$ cat src/rtl/r2bap_pkg.sv
// shared types and constants for the resp2 bulk/array stream parser
// no dependencies
package r2bap_pkg;

	// protocol characters
	localparam logic [7:0] CH_DOLLAR = 8'h24;
	localparam logic [7:0] CH_STAR   = 8'h2A;
	localparam logic [7:0] CH_MINUS  = 8'h2D;
	localparam logic [7:0] CH_ZERO   = 8'h30;
	localparam logic [7:0] CH_NINE   = 8'h39;
	localparam logic [7:0] CH_CR     = 8'h0D;
	localparam logic [7:0] CH_LF     = 8'h0A;

	// result kinds
	localparam logic [1:0] KIND_DATA = 2'd0;
	localparam logic [1:0] KIND_END  = 2'd1;
	localparam logic [1:0] KIND_ERR  = 2'd2;

	// error codes
	localparam logic [2:0] ERR_NO_MARK   = 3'd0;
	localparam logic [2:0] ERR_BAD_LEN   = 3'd1;
	localparam logic [2:0] ERR_NULL_BULK = 3'd2;
	localparam logic [2:0] ERR_TOO_LONG  = 3'd3;
	localparam logic [2:0] ERR_NO_CRLF   = 3'd4;
	localparam logic [2:0] ERR_BAD_ALEN  = 3'd5;
	localparam logic [2:0] ERR_ARR_RANGE = 3'd6;
	localparam logic [2:0] ERR_BAD_TYPE  = 3'd7;

	localparam int unsigned DEF_MAX_ELEMENTS = 1024;
	localparam logic [31:0] MAX_BULK_LEN_RST = 32'd536870912;
	localparam int unsigned ACC_W = 33;

	// header character class
	typedef enum logic [1:0] {
		LC_MORE,
		LC_CR,
		LC_BAD
	} len_class_t;

	typedef struct packed {
		logic clr;
		logic step;
	} len_ctl_t;

	typedef struct packed {
		len_class_t       cls;
		logic [ACC_W-1:0] acc;
		logic             minus;
		logic             too_big;
	} len_stat_t;

endpackage

$ cat src/rtl/r2bap_len_acc.sv
// length header scanner: sign, decimal accumulator with saturation flag
// depends on r2bap_pkg
module r2bap_len_acc (
	input  logic                 clk,
	input  logic                 arst_n,
	input  r2bap_pkg::len_ctl_t  ctl,
	input  logic [7:0]           in_byte,
	output r2bap_pkg::len_stat_t stat
);
	import r2bap_pkg::*;

	logic [ACC_W-1:0] acc_q;
	logic             minus_q;
	logic             digit_q;
	logic             too_big_q;
	logic             is_digit;
	logic             is_minus;
	logic [ACC_W+3:0] acc_x10;

	assign is_digit = (in_byte >= CH_ZERO) && (in_byte <= CH_NINE);
	assign is_minus = (in_byte == CH_MINUS) && !minus_q && !digit_q;
	// acc*10 + digit, four spare bits catch overflow
	assign acc_x10 = {1'b0, acc_q, 3'b000} + {3'b000, acc_q, 1'b0}
		+ {{ACC_W{1'b0}}, in_byte[3:0]};

	always_comb begin
		stat.acc     = acc_q;
		stat.minus   = minus_q;
		stat.too_big = too_big_q;
		if (is_minus || is_digit) begin
			stat.cls = LC_MORE;
		end else if (in_byte == CH_CR && digit_q) begin
			stat.cls = LC_CR;
		end else begin
			stat.cls = LC_BAD;
		end
	end

	always_ff @(posedge clk or negedge arst_n) begin
		if (!arst_n) begin
			acc_q     <= '0;
			minus_q   <= 1'b0;
			digit_q   <= 1'b0;
			too_big_q <= 1'b0;
		end else if (ctl.clr) begin
			acc_q     <= '0;
			minus_q   <= 1'b0;
			digit_q   <= 1'b0;
			too_big_q <= 1'b0;
		end else if (ctl.step) begin
			if (is_minus) begin
				minus_q <= 1'b1;
			end else if (is_digit) begin
				digit_q <= 1'b1;
				if (!too_big_q) begin
					if (acc_x10[ACC_W+3:ACC_W] != 4'd0) begin
						too_big_q <= 1'b1;
					end else begin
						acc_q <= acc_x10[ACC_W-1:0];
					end
				end
			end
		end
	end

endmodule

$ cat src/rtl/resp2_bulk_array_parser_top.sv
// resp2 bulk string / bulk array stream parser, top level
// depends on r2bap_pkg and r2bap_len_acc
// result word: registered, valid in the cycle after its input word is accepted
// throughput: one input word per cycle while no result waits on a stalled output;
// the parse state and the result register both update at the input handshake
// reset (arst_n low) returns to idle awaiting a type byte, clears the halt
// flag and the output register, and loads max_bulk_len with 536870912
module resp2_bulk_array_parser_top #(
	parameter int unsigned MAX_ELEMENTS = r2bap_pkg::DEF_MAX_ELEMENTS
) (
	input  logic        clk,
	input  logic        arst_n,
	// configuration write channel (max_bulk_len)
	input  logic        cfg_valid,
	output logic        cfg_ready,
	input  logic [31:0] cfg_data,
	// input byte stream
	input  logic        in_valid,
	output logic        in_ready,
	input  logic [7:0]  in_byte,
	// result stream
	output logic        out_valid,
	input  logic        out_ready,
	output logic [1:0]  kind,
	output logic [7:0]  data_byte,
	output logic [9:0]  element_index,
	output logic        frame_done,
	output logic        from_array,
	output logic [2:0]  error_code
);
	import r2bap_pkg::*;

	// width of the remaining-elements counter, able to hold MAX_ELEMENTS
	localparam int unsigned EW = $clog2(MAX_ELEMENTS + 1);
	localparam logic [ACC_W-1:0] MAX_EL_ACC = ACC_W'(MAX_ELEMENTS);

	typedef enum logic [3:0] {
		PH_IDLE,
		PH_MARK,
		PH_BLEN,
		PH_BLEN_LF,
		PH_BODY,
		PH_BODY_CR,
		PH_BODY_LF,
		PH_ALEN,
		PH_ALEN_LF
	} phase_t;

	phase_t      phase_q, phase_d;
	logic [31:0] max_len_q;
	logic [31:0] body_rem_q, body_rem_d;
	logic [EW-1:0] el_rem_q, el_rem_d;
	logic [9:0]  cur_el_q, cur_el_d;
	logic        array_q, array_d;
	logic        halted_q, halted_d;

	// result being formed this cycle
	logic        res_vld;
	logic [1:0]  res_kind;
	logic [7:0]  res_byte;
	logic [9:0]  res_idx;
	logic        res_done;
	logic        res_arr;
	logic [2:0]  res_code;

	logic        in_fire;
	len_ctl_t    len_ctl;
	len_stat_t   len_st;

	// the output register frees up as it is taken, so input never waits
	// on an empty or draining result slot
	assign in_ready  = !out_valid || out_ready;
	assign in_fire   = in_valid && in_ready;
	assign cfg_ready = 1'b1;

	// header scanner is cleared on a type or element marker byte and
	// stepped on every header byte
	assign len_ctl.clr  = in_fire && !halted_q &&
		(phase_q == PH_IDLE || phase_q == PH_MARK);
	assign len_ctl.step = in_fire && !halted_q &&
		(phase_q == PH_BLEN || phase_q == PH_ALEN);

	r2bap_len_acc u_len (
		.clk     (clk),
		.arst_n  (arst_n),
		.ctl     (len_ctl),
		.in_byte (in_byte),
		.stat    (len_st)
	);

	// next-state and result decode for one byte
	always_comb begin
		phase_d    = phase_q;
		body_rem_d = body_rem_q;
		el_rem_d   = el_rem_q;
		cur_el_d   = cur_el_q;
		array_d    = array_q;
		halted_d   = halted_q;
		res_vld    = 1'b0;
		res_kind   = KIND_ERR;
		res_byte   = 8'd0;
		res_done   = 1'b0;
		res_code   = ERR_NO_MARK;

		if (!halted_q) begin
			unique case (phase_q)
				PH_IDLE: begin
					cur_el_d = 10'd0;
					el_rem_d = '0;
					if (in_byte == CH_DOLLAR) begin
						array_d = 1'b0;
						phase_d = PH_BLEN;
					end else if (in_byte == CH_STAR) begin
						array_d = 1'b1;
						phase_d = PH_ALEN;
					end else begin
						array_d  = 1'b0;
						res_vld  = 1'b1;
						res_code = ERR_BAD_TYPE;
					end
				end
				PH_MARK: begin
					if (in_byte == CH_DOLLAR) begin
						phase_d = PH_BLEN;
					end else begin
						res_vld  = 1'b1;
						res_code = ERR_NO_MARK;
					end
				end
				PH_BLEN: begin
					if (len_st.cls == LC_BAD) begin
						res_vld  = 1'b1;
						res_code = ERR_BAD_LEN;
					end else if (len_st.cls == LC_CR) begin
						phase_d = PH_BLEN_LF;
					end
				end
				PH_BLEN_LF: begin
					if (in_byte != CH_LF) begin
						res_vld  = 1'b1;
						res_code = ERR_BAD_LEN;
					end else if (len_st.minus && (len_st.acc != '0 || len_st.too_big)) begin
						// negative length other than minus zero
						res_vld  = 1'b1;
						res_code = ERR_NULL_BULK;
					end else if (len_st.too_big || len_st.acc > {1'b0, max_len_q}) begin
						res_vld  = 1'b1;
						res_code = ERR_TOO_LONG;
					end else begin
						body_rem_d = len_st.acc[31:0];
						phase_d    = (len_st.acc[31:0] != 32'd0) ? PH_BODY : PH_BODY_CR;
					end
				end
				PH_BODY: begin
					res_vld    = 1'b1;
					res_kind   = KIND_DATA;
					res_byte   = in_byte;
					res_code   = 3'd0;
					body_rem_d = body_rem_q - 32'd1;
					if (body_rem_q == 32'd1) begin
						phase_d = PH_BODY_CR;
					end
				end
				PH_BODY_CR: begin
					if (in_byte != CH_CR) begin
						res_vld  = 1'b1;
						res_code = ERR_NO_CRLF;
					end else begin
						phase_d = PH_BODY_LF;
					end
				end
				PH_BODY_LF: begin
					res_vld = 1'b1;
					if (in_byte != CH_LF) begin
						res_code = ERR_NO_CRLF;
					end else begin
						// element end, and frame end on the last one
						res_kind = KIND_END;
						res_code = 3'd0;
						if (!array_q || el_rem_q <= EW'(1)) begin
							res_done = 1'b1;
							phase_d  = PH_IDLE;
							if (array_q) begin
								el_rem_d = '0;
							end
						end else begin
							el_rem_d = el_rem_q - EW'(1);
							cur_el_d = cur_el_q + 10'd1;
							phase_d  = PH_MARK;
						end
					end
				end
				PH_ALEN: begin
					if (len_st.cls == LC_BAD) begin
						res_vld  = 1'b1;
						res_code = ERR_BAD_ALEN;
					end else if (len_st.cls == LC_CR) begin
						phase_d = PH_ALEN_LF;
					end
				end
				PH_ALEN_LF: begin
					if (in_byte != CH_LF) begin
						res_vld  = 1'b1;
						res_code = ERR_BAD_ALEN;
					end else if (len_st.too_big || (len_st.minus && len_st.acc != '0) ||
						len_st.acc > MAX_EL_ACC) begin
						res_vld  = 1'b1;
						res_code = ERR_ARR_RANGE;
					end else begin
						cur_el_d = 10'd0;
						if (len_st.acc == '0) begin
							// empty array ends at its header
							res_vld  = 1'b1;
							res_kind = KIND_END;
							res_code = 3'd0;
							res_done = 1'b1;
							phase_d  = PH_IDLE;
						end else begin
							el_rem_d = len_st.acc[EW-1:0];
							phase_d  = PH_MARK;
						end
					end
				end
				default: begin
					phase_d = PH_IDLE;
				end
			endcase
			if (res_vld && res_kind == KIND_ERR) begin
				halted_d = 1'b1;
			end
		end
		// element index and array flag are taken after the idle-phase updates
		res_idx = (phase_q == PH_IDLE) ? 10'd0 : cur_el_q;
		res_arr = (phase_q == PH_IDLE) ? array_d : array_q;
	end

	// state and output register
	always_ff @(posedge clk or negedge arst_n) begin
		if (!arst_n) begin
			phase_q       <= PH_IDLE;
			body_rem_q    <= 32'd0;
			el_rem_q      <= '0;
			cur_el_q      <= 10'd0;
			array_q       <= 1'b0;
			halted_q      <= 1'b0;
			out_valid     <= 1'b0;
			kind          <= KIND_DATA;
			data_byte     <= 8'd0;
			element_index <= 10'd0;
			frame_done    <= 1'b0;
			from_array    <= 1'b0;
			error_code    <= 3'd0;
		end else begin
			if (in_fire) begin
				phase_q    <= phase_d;
				body_rem_q <= body_rem_d;
				el_rem_q   <= el_rem_d;
				cur_el_q   <= cur_el_d;
				array_q    <= array_d;
				halted_q   <= halted_d;
			end
			if (in_fire && res_vld) begin
				out_valid     <= 1'b1;
				kind          <= res_kind;
				data_byte     <= res_byte;
				element_index <= res_idx;
				frame_done    <= res_done;
				from_array    <= res_arr;
				error_code    <= res_code;
			end else if (out_ready) begin
				out_valid <= 1'b0;
			end
		end
	end

	// max_bulk_len register
	always_ff @(posedge clk or negedge arst_n) begin
		if (!arst_n) begin
			max_len_q <= MAX_BULK_LEN_RST;
		end else if (cfg_valid && cfg_ready) begin
			max_len_q <= cfg_data;
		end
	end

`ifndef SYNTHESIS
	// once halted, the parser stays halted until reset
	a_halt_sticky: assert property (@(posedge clk) disable iff (!arst_n)
		halted_q |=> halted_q)
		else $error("halt flag cleared without reset");

	// an error word is the last word ever produced
	a_err_last: assert property (@(posedge clk) disable iff (!arst_n)
		(out_valid && out_ready && kind == KIND_ERR) |=> !out_valid)
		else $error("result after error");

	// frame completion only on an element end word
	a_done_kind: assert property (@(posedge clk) disable iff (!arst_n)
		(out_valid && frame_done) |-> (kind == KIND_END && error_code == 3'd0))
		else $error("frame_done on a non element-end word");

	// a pending error word always comes with the halt flag set
	a_err_halt: assert property (@(posedge clk) disable iff (!arst_n)
		(out_valid && kind == KIND_ERR) |-> halted_q)
		else $error("error word without halt");
`endif

endmodule

$ cat config.mk
export PLATFORM = sky130hd
export DESIGN_NAME = resp2_bulk_array_parser_top
export DESIGN_NICKNAME = d
export VERILOG_FILES = /design/src/rtl/r2bap_pkg.sv /design/src/rtl/r2bap_len_acc.sv /design/src/rtl/resp2_bulk_array_parser_top.sv
export SDC_FILE = /design/constraint.sdc
export NUM_CORES = 1
export LEC_CHECK = 0
export ABC_AREA = 0
export BUFFER_PORTS_ARGS = -buffer_cell sky130_fd_sc_hd__buf_2
export CELL_PAD_IN_SITES_DETAIL_PLACEMENT = 1
export CELL_PAD_IN_SITES_GLOBAL_PLACEMENT = 1
export CORE_MARGIN = 10
export CORE_UTILIZATION = 47
export DETAILED_ROUTE_END_ITERATION = 7
export GPL_TIMING_DRIVEN = 0
export PLACE_DENSITY = 0.81
export SYNTH_ARGS = -nofsm -noshare
export SYNTH_HDL_FRONTEND = slang
export SYNTH_HIERARCHICAL = 1
export SYNTH_SLANG_ARGS = --single-unit
$ cat constraint.sdc
create_clock -name clk -period 4.5 [get_ports clk]
set_clock_uncertainty 0.1 [all_clocks]
set_input_delay 1.125 -clock clk [delete_from_list [all_inputs] [get_ports clk]]
set_output_delay 1.125 -clock clk [all_outputs]
set_load 0.05 [all_outputs]
Yosys cells after proc, flatten, opt, wreduce, memory -nomap -nowiden
Index checks and enable logic that the tools add are counted.

word-level totals
  bits in registers = 153
  bits in latches = 0
  memory bits (writable) = 0
  bits in read-only memories = 0
  bits of input ports = 45
  output and inout bits = 28
  word-level logic and storage cells = 221
  memories kept = 0

cells by class
  add/sub/neg operators = 5
  $mul = 0
  divide/modulo/power cells = 0
  order comparisons = 5
  eq/ne operators = 38
  shift operators = 0
  muxes and demuxes = 108
  bitwise logic cells = 1
  reduce and logical (&&, ||, !) cells = 46

operators by type and width
  cell                     count
  $mux W33                 6
  $mux W32                 3
  $mux W11                 6
  $pmux W32 S2             1
  $mux W4                  15
  $mux W10                 5
  $mux W1                  44
  $add A36 B34 Y37         1
  $add A37 B4 Y37          1
  $pmux W4 S9              1
  $gt A33 B11 Y1 const B   1
  $gt A33 B32 Y1           1
  $logic_not A33 Y1        1
  $pmux W11 S3             1
  $reduce_bool A33 Y1      1
  $eq A32 B1 Y1 const B    1
  $reduce_bool A32 Y1      1
  $sub A32 B1 Y32 const B  1
  $ne A2 B2 Y1 const B     15
  $pmux W10 S3             1
  $eq A8 B6 Y1 const B     3
  $mux W3                  8
  $mux W2                  11
  $pmux W3 S7              1
  35 further kinds         73

Longest topological paths before layout
  word-level depth = 12
  depth in mapped cells = 14
  depth with buffers taken out = 13

Cells and area by module
The synthesis kept the hierarchy.

by module, submodules not included
  module                       instances  cells each  area an instance (sq um)  sequential area each (sq um)
  resp2_bulk_array_parser_top  1          843         7090.6                    2929.1
  r2bap_len_acc                1          491         3967.6                    900.9

Worst setup path after synthesis
Ideal clock, no wire load.

  path type = input-to-reg
  start point = input in_byte[3]
  end point = register u_len.acc_q[10]
  library setup time = 0.078 ns
  arrival time = 4.097 ns
  required time = 4.322 ns
  slack = 0.225 ns
  stages = 13
  buffers on the path = 0
  cells stage by stage = inv_1 > fa_1 > inv_1 > ha_1 > a211oi_1 > o21ai_1 > a31oi_1 > o221ai_2 > a31oi_2 > a31oi_1 > a2111o_1 > or3_1 > a21oi_1

on the way
  word-level cells in the longest chain between the ends = 7
  elaborated cells on any way between the ends = 18
  classes of those cells = add/sub: 1; order compare: 2; eq/ne: 3; mux: 6; reduce/logical: 6

ends and longest elaborated chain
  item                    RTL line                           text
  start: declaration      resp2_bulk_array_parser_top.sv:20  input logic [7:0] in_byte,
  $add A37 B4 Y37         r2bap_len_acc.sv:24                + {{ACC_W{1'b0}}, in_byte[3:0]};
  $mux W33                r2bap_len_acc.sv:56                if (acc_x10[ACC_W+3:ACC_W] != 4'd0) begin
  $mux W33                r2bap_len_acc.sv:55                if (!too_big_q) begin
  $mux W33                r2bap_len_acc.sv:53                end else if (is_digit) begin
  $mux W33                r2bap_len_acc.sv:51                if (is_minus) begin
  $mux W33                r2bap_len_acc.sv:50                end else if (ctl.step) begin
  $mux W33                r2bap_len_acc.sv:45                end else if (ctl.clr) begin
  end signal: assignment  r2bap_len_acc.sv:59                acc_q <= acc_x10[ACC_W-1:0];
  end: declaration        r2bap_len_acc.sv:12                logic [ACC_W-1:0] acc_q;

Parallel ways exist; a longest one is shown, timed or not. The select of a mux whose other input is x is not followed.
A chain may end at the register's enable or synchronous reset.

Worst setup path in the final report
  start point = input in_byte[3]
  end point = register u_len.acc_q[6]

The elaborated chain is that of the path after synthesis.

==> impl_metrics.py <==
metrics = {
    "drt": {
        "drt_wl_total_um": 36800,
        "wl_per_cell_um": 21.0,
        "drt_iter0_drc": 951,
        "top_layer_used": "met4",
        "drt-met1-wl_um": 16400,
        "via_count": 10783,
        "dr.pass1.iters": 5,
        "viasPerCell": 6.13,
        "wl_met2_um": 17900,
        "remaining_drc_errors": 0,
        "met3_length_um": 1470,
        "drtAntennaViolNets": 0,
    },
    "sta": {
        "grt_setup_unrepaired": "false",
        "hold_viol_final": 0,
        "slew_headroom": 0.274,
        "tightestPinTransition_ps": 1080,
        "final.min_clock_period_ps": 4360,
        "setup-tns-final_ps": 0,
        "period_share": 0.969,
        "setup_viol": 0,
        "finalMaxSlewViolations": 0,
        "max_freq_mhz": 229,
    },
    "grt": {
        "grt_max_degree": 96,
        "grt_antenna_before_repair": 0,
        "grt_remaining_overflow": 0,
        "grt_pass1_vias": 11409,
        "grt_first_pass_wirelength_um": 60400,
        "grt.total_usage": 0.242,
    },
    "setup_path": {
        "r2r_end": "body_rem_q[17]",
        "r2r-start": "u_len/acc_q[30]",
        "path_cells": "buf_2 -> inv_1 -> fa_1 -> inv_1 -> ha_1 -> a211oi_2 -> o21ai_2 -> a31oi_4 -> o221ai_4 -> a31oi_4 -> a31oi_1 -> a2111o_1 -> buf_2 -> o21ai_0 -> a21oi_1",
        "crit_path_end_kind": "register",
        "crit_fanout": 10,
        "path_class": "in2reg",
        "arrival_ps": 4550,
        "critPathLaunchType": "input pin",
        "cpPeakStageDelay_ps": 600,
        "crit_required_ps": 4690,
        "rrSetupSlack_ps": 240,
        "cpMaxStageDelayCell": "fa_1",
        "ff2ff_path_depth": 10,
    },
    "hold_path": {
        "holdPathEnd": "element_index[0]",
        "min-delay-start": "element_index[0]",
        "hold_depth": 2,
        "min_path_type": "reg2reg",
    },
    "job": {
        "maxCapViolations": 0,
    },
    "cells_and_area": {
        "drive_gt1_frac": 0.121,
        "fin_area_sq_um": 12600,
        "fin_util": 0.540,
        "syn_to_final_growth_pct": 13.8,
        "final_cells": 1758,
        "diodes": 0,
        "fin_nets": 1575,
    },
    "synthesis": {
        "synth_enable_flop_cells": 0,
        "synth_warnings": 6,
        "syn-mean-instance-area_sq_um": 8.29,
        "synth_cell_types": 82,
        "ys_seq_area_frac": 0.346,
        "yosys.area.top_type": "dfrtp_1",
        "async_reset_ff_frac": 1.00,
        "synth_ff_type": "dfrtp_1",
        "yosys-top-cells-area": "dfrtp_1 (34%), ha_1 (12%), o21ai_0 (8.1%)",
        "synthCells": 1334,
        "synth_nets": 1483,
        "yosysTopAreaCellShare": 0.344,
        "ys_ff_latch": 153,
        "syn_area_sq_um": 11100,
    },
    "floorplan": {
        "fp.dieArea_sq_um": 30100,
        "boundaryPins": 73,
        "start_util": 0.474,
        "die_y_um": 173,
        "core.rowCount": 56,
        "die_x_um": 173,
        "core_sq_um": 23300,
    },
    "cts": {
        "clock_sinks": 153,
        "clockBufferDepth": 2,
        "cts_tree": "yes",
        "h-tree-depth": 4,
        "cts_made_buffers": 17,
        "clkTransAtPathRegs_ps": 70,
        "root_buffer": "clkbuf_16",
        "insertion_delay_ps": 430,
    },
    "pwr": {
        "clkPwrFrac": 0.462,
        "seqPwrFrac": 0.434,
        "intPower_mw": 2.42,
        "powerDensity_nw_per_um2": 268,
        "leakagePower_nw": 5.73,
        "p_switching_mw": 0.957,
        "fin_total_pwr_mw": 3.38,
        "switching_share": 0.283,
        "ir_drop_mv": 0.223,
        "pwr-share-comb": 0.104,
    },
    "placed_design": {
        "placedCellCount": 1724,
        "placed_area_sq_um": 11800,
        "hpwl_um": 27400,
        "place_congestion": 0.925,
        "numPortBuffers": 70,
    },
    "run_status": {
        "outcome": "finished clean",
    },
}
## synthesized netlist by cell type (all sizes together), types with 13 or more instances
library cell / count
nor3: 40
nand2b: 16
inv: 82
mux2i: 20
nand4: 46
dfrtp: 152
ha: 102
buf: 13
xnor2: 14
a211oi: 14
a21oi: 131
nor4: 15
o21ai: 183
xor2: 13
nand2: 131
clkbuf: 63
nor2: 83
nand3: 25
## power groups by stage
stage	clock [mW]	combinational (mW)	sequential [mW]
4_1_cts	1.58	0.356	1.47
5_1_grt	1.65	0.389	1.47
2_1_floorplan	0	0.127	1.58
3_3_place_gp	0	0.336	1.49
3_5_place_dp	0	0.353	1.49
6_report	1.56	0.352	1.47
## area by class of cell
| type | instances | area, sq um |
|---|---|---|
| buffer | 76 | 344 |
| timing repair buffer | 73 | 403 |
| sequential | 153 | 3830 |
| multi-input combinational | 1023 | 6690 |
| clock inverter | 14 | 186 |
| fill | 2857 | 10700 |
| tap | 319 | 399 |
| clock buffer | 18 | 429 |
| inverter | 82 | 308 |
## layer usage
metal | up-vias | GRT usage
li1 | 5038 | -
met3 | 67 | 0.0379
met4 | 0 | 0.0895
met5 | - | 0
met2 | 264 | 0.408
met1 | 5414 | 0.306
## worst max-delay path by stage
stage,from,end,slack [ps]
after floorplan,in_byte[3],u_len/acc_q[10],220
after global placement,in_byte[3],u_len/acc_q[1],-660
after detailed placement,in_byte[3],u_len/acc_q[8],-760
after CTS,in_byte[3],u_len/acc_q[19],10
after global routing,in_byte[3],u_len/acc_q[14],3
final,in_byte[3],u_len/acc_q[6],140
## through the flow
step | hold slack, ps | setup WS, ps
final | 416 | 141
after floorplan | 350 | 225
after CTS | 420 | 13.2
after global routing | 440 | 2.75
after global placement | 383 | -658
after detailed placement | 406 | -760
## logic make-up (layout without fill, tap and decap cells)
kind of cell             after synthesis  in the layout  share of synthesized area
other                                  1              1                   0.000339
AO/OA/AOI/OAI                        441            441                      0.237
multiplexers                          30             30                     0.0290
flip-flops                           153            153                      0.346
adder cells (fa/ha/maj)              106            106                      0.121
buffers and inverters                158            263                     0.0574
XOR/XNOR                              27             27                     0.0214
AND/OR/NAND/NOR                      418            418                      0.188
## sequential cells by signal, summed over array words and instances (netlist names)
name	flops
cur_el_q	10
u_len/too_big_q	1
kind	2
body_rem_q	32
u_len/digit_q	1
halted_q	1
u_len/acc_q	33
error_code	3
out_valid	1
frame_done	1
element_index	10
data_byte	8
array_q	1
el_rem_q	11
from_array	1
u_len/minus_q	1
max_len_q	32
phase_q	4
## cells in the final DEF, fill, tap and decap left out, types with 6 or more instances in the layout
cell / instances
a21o_1: 10
nor4_1: 13
nor2_1: 82
and3_1: 7
a31oi_1: 9
o21a_1: 8
clkbuf_16: 17
nand2b_1: 16
nor3_1: 37
buf_4: 7
nand4_1: 46
mux2_2: 8
inv_1: 81
a32oi_1: 8
or2_2: 6
or3_1: 12
clkbuf_1: 54
a2bb2oi_1: 7
o22ai_1: 9
nand3_1: 24
and2_1: 9
xnor2_1: 14
xor2_1: 13
o21ai_0: 175
a211oi_1: 12
mux2i_1: 20
buf_2: 76
nand2_1: 129
ha_1: 102
clkbuf_2: 7
nor2b_1: 7
a22oi_1: 11
a21oi_1: 129
dfrtp_1: 152
## timing repair
action	in CTS	in global routing
setup endpoints to repair	34	40
resized for setup	7	36
pin swaps	2	1
hold buffers	0	0
setup buffers	1	1
## critical path, delay by kind of cell
| kind | cells | cell delay [ps] |
|---|---|---|
| compound gates | 9 | 1940 |
| buf+inv | 4 | 530 |
| fa+ha+maj | 2 | 920 |
(Power assumes the default switching activity.)
